**src/rtl/tols_pkg.sv**
```systemverilog
`default_nettype none

package tols_pkg;

	// Number of defined type tags; a tag at or above this is a format error.
	localparam int unsigned TagCount = 24;
	localparam logic [15:0] CountLimitReset = 16'd1000;

	// Position in the current object.
	typedef enum logic [1:0] {
		PH_TAG,
		PH_HEADER,
		PH_FLAG,
		PH_PAYLOAD
	} phase_t;

	// How a tag's payload is laid out.
	typedef enum logic [2:0] {
		KIND_FIXED,
		KIND_U16,
		KIND_U8,
		KIND_U32,
		KIND_STR
	} kind_t;

	// Outcome of one byte.
	typedef enum logic [1:0] {
		GO_ON,
		GO_OK,
		GO_ERR
	} go_t;

	typedef struct packed {
		kind_t      kind;
		logic [3:0] unit;
	} tag_info_t;

	// Payload layout of each tag. The unit is the fixed payload size for fixed
	// tags and the bytes per counted element otherwise.
	function automatic tag_info_t tag_info(input logic [4:0] tag);
		tag_info_t info;
		case (tag)
			5'd0:    info = '{KIND_FIXED, 4'd0};
			5'd1:    info = '{KIND_FIXED, 4'd4};
			5'd2:    info = '{KIND_FIXED, 4'd8};
			5'd3:    info = '{KIND_FIXED, 4'd4};
			5'd4:    info = '{KIND_STR,   4'd1};
			5'd5:    info = '{KIND_FIXED, 4'd3};
			5'd6:    info = '{KIND_U16,   4'd4};
			5'd7:    info = '{KIND_FIXED, 4'd8};
			5'd8:    info = '{KIND_U8,    4'd4};
			5'd9:    info = '{KIND_FIXED, 4'd3};
			5'd10:   info = '{KIND_FIXED, 4'd1};
			5'd11:   info = '{KIND_FIXED, 4'd8};
			5'd12:   info = '{KIND_FIXED, 4'd4};
			5'd13:   info = '{KIND_FIXED, 4'd2};
			5'd14:   info = '{KIND_U32,   4'd1};
			5'd15:   info = '{KIND_FIXED, 4'd1};
			5'd16:   info = '{KIND_U32,   4'd1};
			5'd17:   info = '{KIND_FIXED, 4'd4};
			5'd18:   info = '{KIND_U16,   4'd8};
			5'd19:   info = '{KIND_FIXED, 4'd8};
			5'd20:   info = '{KIND_FIXED, 4'd1};
			5'd21:   info = '{KIND_U16,   4'd4};
			5'd22:   info = '{KIND_U32,   4'd0};
			5'd23:   info = '{KIND_FIXED, 4'd2};
			default: info = '{KIND_FIXED, 4'd0};
		endcase
		return info;
	endfunction

	// Tag that opens an array of nested objects.
	localparam logic [4:0] TagArray = 5'd22;

endpackage

`default_nettype wire

```
**src/rtl/tagged_object_length_scanner.sv**
```systemverilog
// Byte-wise length scanner for tagged binary objects.
//
// Bytes enter on the input channel (in_valid/in_ready, data_byte, last_byte),
// one beat per byte. Each byte either continues the current object or ends
// it; an ending byte produces one beat on the output channel (out_valid/
// out_ready, status, object_length): status 0 with the byte count of the
// object, tag included, or status 1 with length 0 on a format error. After
// any result the next byte is read as a new tag.
//
// A byte accepted into the input register is processed once it can move into
// the result register; the result is registered there. One byte is taken
// every cycle while the result register is free or drains; the open-array
// stack is resolved by a single priority encode over the open levels, so
// nested arrays that all end on the same byte close together in that cycle.
//
// When the receiver stalls, the result is held and one more byte is buffered
// in the input register, after which in_ready drops. Reset clears the walk and
// sets count_limit to 1000; no clearing pass is needed. The user must write
// count_limit via cfg_we/cfg_wdata only while the block is idle (not enforced).

`default_nettype none

module tagged_object_length_scanner
	import tols_pkg::*;
#(
	parameter int MAX_DEPTH = 32
) (
	input  wire logic        clk,
	input  wire logic        arst_n,
	input  wire logic        in_valid,
	output logic             in_ready,
	input  wire logic [7:0]  data_byte,
	input  wire logic        last_byte,
	output logic             out_valid,
	input  wire logic        out_ready,
	output logic             status,
	output logic [31:0]      object_length,
	input  wire logic        cfg_we,
	input  wire logic [15:0] cfg_wdata
);

	localparam int LP_W = $clog2(MAX_DEPTH + 1);

	// Input register.
	logic       valid_s1;
	logic [7:0] data_s1;
	logic       last_s1;

	// Walk state.
	phase_t      phase_q;
	logic [4:0]  tag_q;
	logic [31:0] shift_q;
	logic [2:0]  hleft_q;
	logic [19:0] pleft_q;
	logic [LP_W-1:0] lp_q;
	logic [31:0] total_q;
	logic [15:0] count_limit_q;
	logic [15:0] level_counts_q [MAX_DEPTH];

	// Result register.
	logic        out_valid_q;
	logic        status_q;
	logic [31:0] length_q;

	logic advance;
	logic step;

	// The input stage moves on whenever the result register is free or drains.
	assign advance  = !out_valid_q || out_ready;
	assign step     = valid_s1 && advance;
	assign in_ready = !valid_s1 || advance;

	always_ff @(posedge clk or negedge arst_n) begin
		if (!arst_n) begin
			valid_s1 <= 1'b0;
		end else if (in_ready) begin
			valid_s1 <= in_valid;
		end
	end

	always_ff @(posedge clk) begin
		if (in_ready && in_valid) begin
			data_s1 <= data_byte;
			last_s1 <= last_byte;
		end
	end

	// Find the innermost open level that stays open after a decrement.
	logic            keep_found;
	logic [LP_W-1:0] keep_sel;

	always_comb begin
		keep_found = 1'b0;
		keep_sel   = '0;
		for (int i = 0; i < MAX_DEPTH; i++) begin
			if (LP_W'(i) < lp_q && level_counts_q[i] != 16'd1) begin
				keep_found = 1'b1;
				keep_sel   = LP_W'(i);
			end
		end
	end

	// Next walk state for the byte in the input register.
	phase_t      phase_n;
	logic [4:0]  tag_n;
	logic [31:0] shift_n;
	logic [2:0]  hleft_n;
	logic [19:0] pleft_n;
	logic [LP_W-1:0] lp_n;
	logic [31:0] total_n;
	go_t         go;
	logic        do_close;
	logic        do_open;
	logic        dec_we;
	logic [15:0] open_n;
	logic [19:0] pay_len;
	logic        pay_start;
	tag_info_t   info_b;
	tag_info_t   info_q;
	logic [31:0] hdr_val;
	logic        hdr_done;

	always_comb begin
		phase_n   = phase_q;
		tag_n     = tag_q;
		shift_n   = shift_q;
		hleft_n   = hleft_q;
		pleft_n   = pleft_q;
		lp_n      = lp_q;
		total_n   = (total_q == 32'hFFFF_FFFF) ? total_q : total_q + 32'd1;
		go        = GO_ON;
		do_close  = 1'b0;
		do_open   = 1'b0;
		dec_we    = 1'b0;
		open_n    = '0;
		pay_len   = '0;
		pay_start = 1'b0;
		info_b    = tag_info(data_s1[4:0]);
		info_q    = tag_info(tag_q);
		hdr_val   = {shift_q[23:0], data_s1};
		hdr_done  = 1'b0;

		case (phase_q)
			PH_TAG: begin
				if (data_s1 >= 8'(TagCount)) begin
					go = GO_ERR;
				end else begin
					tag_n   = data_s1[4:0];
					shift_n = '0;
					case (info_b.kind)
						KIND_FIXED: begin
							pay_start = 1'b1;
							pay_len   = 20'(info_b.unit);
						end
						KIND_STR: phase_n = PH_FLAG;
						KIND_U8: begin
							hleft_n = 3'd1;
							phase_n = PH_HEADER;
						end
						KIND_U16: begin
							hleft_n = 3'd2;
							phase_n = PH_HEADER;
						end
						default: begin
							hleft_n = 3'd4;
							phase_n = PH_HEADER;
						end
					endcase
				end
			end
			PH_FLAG: begin
				if (data_s1 == 8'd0) begin
					do_close = 1'b1;
				end else begin
					shift_n = '0;
					hleft_n = 3'd2;
					phase_n = PH_HEADER;
				end
			end
			PH_HEADER: begin
				shift_n = hdr_val;
				if (hleft_q != 3'd0) begin
					hleft_n = hleft_q - 3'd1;
				end
				hdr_done = (hleft_n == 3'd0);
			end
			PH_PAYLOAD: begin
				if (pleft_q != 20'd0) begin
					pleft_n = pleft_q - 20'd1;
				end
				do_close = (pleft_n == 20'd0);
			end
			default: go = GO_ERR;
		endcase

		// Count complete: limit-check U16/U32, then open an array or a payload.
		if (hdr_done) begin
			if ((info_q.kind == KIND_U16 || info_q.kind == KIND_U32)
					&& hdr_val > {16'd0, count_limit_q}) begin
				go = GO_ERR;
			end else if (tag_q == TagArray) begin
				if (hdr_val == 32'd0) begin
					do_close = 1'b1;
				end else if (lp_q >= LP_W'(MAX_DEPTH)) begin
					go = GO_ERR;
				end else begin
					do_open = 1'b1;
					open_n  = hdr_val[15:0];
					lp_n    = lp_q + LP_W'(1);
					phase_n = PH_TAG;
				end
			end else begin
				pay_start = 1'b1;
				case (info_q.unit)
					4'd4:    pay_len = {2'b00, hdr_val[15:0], 2'b00};
					4'd8:    pay_len = {1'b0, hdr_val[15:0], 3'b000};
					default: pay_len = {4'd0, hdr_val[15:0]};
				endcase
			end
		end

		// Empty payload ends the object at once.
		if (pay_start) begin
			if (pay_len == 20'd0) begin
				do_close = 1'b1;
			end else begin
				pleft_n = pay_len;
				phase_n = PH_PAYLOAD;
			end
		end

		// Object ended: close every array whose last element it was.
		if (do_close) begin
			phase_n = PH_TAG;
			if (keep_found) begin
				dec_we = 1'b1;
				lp_n   = keep_sel + LP_W'(1);
			end else begin
				go = GO_OK;
			end
		end

		if (go == GO_ON && last_s1) begin
			go = GO_ERR;
		end
	end

	logic res_load;
	assign res_load = step && (go != GO_ON);

	always_ff @(posedge clk or negedge arst_n) begin
		if (!arst_n) begin
			phase_q       <= PH_TAG;
			tag_q         <= '0;
			shift_q       <= '0;
			hleft_q       <= '0;
			pleft_q       <= '0;
			lp_q          <= '0;
			total_q       <= '0;
			count_limit_q <= CountLimitReset;
		end else begin
			if (cfg_we) begin
				count_limit_q <= cfg_wdata;
			end
			if (res_load) begin
				phase_q <= PH_TAG;
				tag_q   <= '0;
				shift_q <= '0;
				hleft_q <= '0;
				pleft_q <= '0;
				lp_q    <= '0;
				total_q <= '0;
			end else if (step) begin
				phase_q <= phase_n;
				tag_q   <= tag_n;
				shift_q <= shift_n;
				hleft_q <= hleft_n;
				pleft_q <= pleft_n;
				lp_q    <= lp_n;
				total_q <= total_n;
			end
		end
	end

	// Stack of remaining element counts; each entry updates in place.
	always_ff @(posedge clk) begin
		for (int i = 0; i < MAX_DEPTH; i++) begin
			if (step && !res_load) begin
				if (do_open && lp_q == LP_W'(i)) begin
					level_counts_q[i] <= open_n;
				end else if (dec_we && keep_sel == LP_W'(i)) begin
					level_counts_q[i] <= level_counts_q[i] - 16'd1;
				end
			end
		end
	end

	// Result register.
	always_ff @(posedge clk or negedge arst_n) begin
		if (!arst_n) begin
			out_valid_q <= 1'b0;
		end else if (advance) begin
			out_valid_q <= res_load;
		end
	end

	always_ff @(posedge clk) begin
		if (res_load) begin
			status_q <= (go == GO_ERR);
			length_q <= (go == GO_ERR) ? 32'd0 : total_n;
		end
	end

	assign out_valid     = out_valid_q;
	assign status        = status_q;
	assign object_length = length_q;

	// The stack never grows past its depth.
	assert property (@(posedge clk) disable iff (!arst_n)
		lp_q <= LP_W'(MAX_DEPTH))
		else $error("level pointer beyond stack depth");

	// An error result carries no length.
	assert property (@(posedge clk) disable iff (!arst_n)
		out_valid_q && status_q |-> length_q == 32'd0)
		else $error("error result with nonzero length");

	// Every result restarts the walk at a tag with no open array.
	assert property (@(posedge clk) disable iff (!arst_n)
		res_load |=> phase_q == PH_TAG && lp_q == '0 && total_q == 32'd0)
		else $error("walk not cleared after result");

	// A payload phase always has bytes left to consume.
	assert property (@(posedge clk) disable iff (!arst_n)
		phase_q == PH_PAYLOAD |-> pleft_q != 20'd0)
		else $error("payload phase with nothing left");

	// A stalled result keeps the input stage from moving.
	assert property (@(posedge clk) disable iff (!arst_n)
		out_valid_q && !out_ready |-> !step)
		else $error("byte processed while result stalled");

endmodule

`default_nettype wire
```
**config.mk**
```make
export PLATFORM = sky130hd
export DESIGN_NAME = tagged_object_length_scanner
export DESIGN_NICKNAME = d
export VERILOG_FILES = /design/src/rtl/tols_pkg.sv /design/src/rtl/tagged_object_length_scanner.sv
export SDC_FILE = /design/constraint.sdc
export NUM_CORES = 2
export LEC_CHECK = 0
export ABC_CLOCK_PERIOD_IN_PS = 7550
export BUFFER_PORTS_ARGS = -buffer_cell sky130_fd_sc_hd__buf_4
export CAP_MARGIN = 40
export CORE_MARGIN = 5
export CORE_UTILIZATION = 58
export DETAILED_ROUTE_END_ITERATION = 7
export GPL_ROUTABILITY_DRIVEN = 1
export PLACE_DENSITY = 0.86
export SYNTH_ARGS = -nofsm -noshare
export SYNTH_HDL_FRONTEND = slang
export SYNTH_SLANG_ARGS = --single-unit
```
**constraint.sdc**
```tcl
create_clock -name clk -period 7.55 [get_ports clk]
set_clock_uncertainty 0.2 [all_clocks]
set_input_delay 0.755 -clock clk [delete_from_list [all_inputs] [get_ports clk]]
set_output_delay 0.755 -clock clk [all_outputs]
set_load 0.02 [all_outputs]
```
==> results.yml <==
yosys:
  ys_seq_area_frac: 0.468
  synth.distinct_cells: 104
  synth-edff-count: 554
  synthTopCellsByArea: "edfxtp_1 40%, mux2i_1 13%, xnor2_1 6.5%"
  synth_top_area_share: 0.399
  syn_area_mm2: 0.0417
  yosysWarnings: 0
  syn_area_per_cell_um2: 11.0
  async_reset_ff_frac: 0.164
  syn_nets: 3945
  synth_top_area_cell: "edfxtp_1"
  syn-instance-count: 3808
  ys_ff_latch: 671
  ys.flop_type: "edfxtp_1"
timing:
  hold_viol_final: 0
  fin_crit_ns: 5.77
  rsz0062_at_grt: "false"
  slew_violations: 0
  max_freq_mhz: 173
  timing.slew.headroom: 0.362
  finalCritPeriodShare: 0.764
  tightest_slew_ns: 0.956
  finalSetupViolCount: 0
  final.setup.tns_ns: 0
critical_path:
  cp-end-kind: "flop"
  crit_type: "reg2reg"
  cpPeakStageDelay_ns: 0.64
  cp.required_ns: 7.61
  r2r-start: "level_counts_q[1][49]"
  r2r_slack_ns: 1.78
  crit_start: "level_counts_q[1][49]"
  worstPathArrival_ns: 5.83
  reg2reg_to: "level_counts_q[0][230]"
  reg2reg_depth: 14
  cp_max_fo: 16
  path_cells: "inv_1 -> ha_1 -> or4b_2 -> nor4_1 -> o22ai_1 -> nor3_1 -> nand2_1 -> or3_4 -> inv_2 -> and2_1 -> nor2_1 -> a21oi_4 -> nor2_2 -> a41o_1"
  crit_slowest_cell: "nor4_1"
  startpoint_type: "flop"
layout:
  n_antenna_cell: 0
  final_util: 0.643
  syn_to_final_growth_pct: 10.1
  nNetsFinal: 3998
  drive_gt1_frac: 0.0993
floorplan:
  core_area_mm2: 0.0715
  die_height_um: 278
  num_io_pins: 65
  initial_core_util: 0.584
  die-area_mm2: 0.0774
  row_count: 98
  die_w_um: 278
min_path:
  min_from: "last_byte"
  holdPathEnd: "last_s1"
  holdPathStages: 1
  hold_path.class: "in2reg"
placed_design:
  gp_congestion: 0.959
  post-dp-hpwl_um: 65800
  port_buffers: 64
global_routing:
  grt_pass1_vias: 30900
  grtUsageTotal: 0.267
  grt_start_max_net_pins: 77
  grt_first_pass_wirelength_um: 169000
  grt_overflow_total: 0
  grt_antenna_before_repair: 0
routing:
  first_pass_iters: 8
  drt_iter0_drc: 3014
  wl_per_cell_um: 21.9
  drt-total-wl_um: 106000
  viasPerCell: 6.41
  num_vias: 31200
  postRouteAntennaNets: 0
  drc: 18
power:
  clkPwrFrac: 0.452
  power_frac_seq: 0.505
  p_sw_mw: 1.81
  p_sw_frac: 0.226
  vdd_ir_drop_max_mv: 0.213
  combinationalPowerShare: 0.043
  p_int_mw: 6.20
  leakagePower_nw: 18.6
  power_density_mw_per_mm2: 174
job:
  drv_cap: 0
cts:
  cts_sinks: 671
  cts_buffers: 74
  clock-root-buffer: "clkbuf_16"
  clk_latency_ns: 0.63
  cts.repair.resized: 0
  clockBufferDepth: 3
  cts_tree: "built"
  h-tree-depth: 3
  cts.reportedPaths.clkPinSlew_ns: 0.06
status:
  violations: "design-rule violations"
  status: "finished with violations"
-- worst max-delay path by stage --
| stage | to | depth (start not counted) |
|---|---|---|
| after floorplan | object_length[0] | 16 |
| after global placement | level_counts_q[0][229] | 10 |
| after detailed placement | level_counts_q[0][202] | 12 |
| after CTS | level_counts_q[0][230] | 14 |
| after global routing | level_counts_q[0][198] | 13 |
| final | level_counts_q[0][230] | 14 |
-- critical path: cells and delay by family (launching register included) --
kind                     cells  cell delay (ns)
AND/OR/NAND/NOR              8             3.01
AO/OA/AOI/OAI                3             1.43
flip-flops                   1             0.39
buffers and inverters        2             0.21
adder cells (fa/ha/maj)      1             0.14
-- routing by layer --
layer,wire (um),GRT usage,part of all wire,up-vias
li1,-,-,-,14200
met1,42300,0.357,0.40,15100
met2,49900,0.441,0.47,1490
met3,9180,0.0421,0.086,349
met4,5080,0.108,0.048,0
met5,0,0,0,-
-- final cells by class --
cell class                      instances  area (um^2)
Inverter                              127          477
Multi-Input combinational cell       2821        20900
Clock buffer                           88         1960
Sequential cell                       671        19500
Tap cell                              950         1190
Clock inverter                         45          424
Fill cell                            5207        25500
Timing Repair Buffer                  166         1450
-- flip-flops by register name, summed over array words and instances (netlist names) --
| name | cells |
|---|---|
| count_limit_q | 16 |
| data_s1 | 8 |
| hleft_q | 3 |
| info_b | 7 |
| last_s1 | 1 |
| level_counts_q | 512 |
| lp_q | 6 |
| object_length | 32 |
| out_valid | 1 |
| phase_q | 2 |
| pleft_q | 20 |
| shift_q | 24 |
| status | 1 |
| tag_q | 5 |
| total_q | 32 |
| valid_s1 | 1 |
-- cell families (layout without fill, tap and decap cells) --
family                     after synthesis  in the layout  share of synthesized area
buffers and inverters                  316            426                     0.0341
muxes                                  535            535                      0.128
DFF                                    671            671                      0.468
and+or+nand+nor                       1280           1280                      0.159
xor gates and xnor gates               481            481                      0.101
AOI/OAI and AO/OA                      418            418                     0.0768
adders and majority gates              107            107                     0.0321
-- placed cells by master (no fill, tap or decap), types with 107 or more instances in the layout --
cell      count
nand2_1     238
xnor2_1     312
nor2_1      296
ha_1        107
edfxtp_1    554
inv_1       125
buf_4       139
mux2i_1     531
nor3_1      185
xor2_1      168
-- power by group through the flow --
stage	Clock (mW)	Sequential, mW	Combinational [mW]
global route	3.81	4.05	0.371
CTS	3.65	4.05	0.337
finish	3.62	4.05	0.340
detailed placement	0	4.12	0.333
floorplan	0	4.13	0.196
global placement	0	4.12	0.316
-- cells in the mapped netlist (66+ instances only) --
library cell and number:
edfxtp_1 554, xor2_1 168, a31oi_1 66, xnor2_1 312
dfrtp_1 104, nor4_1 96, nand3_1 87, clkbuf_1 122
nor3_1 185, nor2_1 297, mux2i_1 531, ha_1 107
nand2_1 255, inv_1 125
-- what timing repair did --
| item | CTS | global route |
|---|---|---|
| setup buffers | 0 | 0 |
| hold endpoints to repair | 42 | 0 |
| hold buffers | 1 | 0 |
-- through the flow --
step | hold slack, ns | instances | total power, mW | worst slack, ns | area (um^2)
floorplan | 0.224 | 3808 | 4.33 | 2.13 | 41700
finish | 0.106 | 4868 | 8.01 | 1.78 | 45900
CTS | 0.0877 | 4867 | 8.04 | 1.90 | 45900
detailed placement | 0.243 | 4733 | 4.46 | 1.96 | 43600
global route | 0.0982 | 4868 | 8.24 | 1.61 | 45900
global placement | 0.237 | 4706 | 4.44 | 1.83 | 43100
Power figures use the tool's default switching activity.
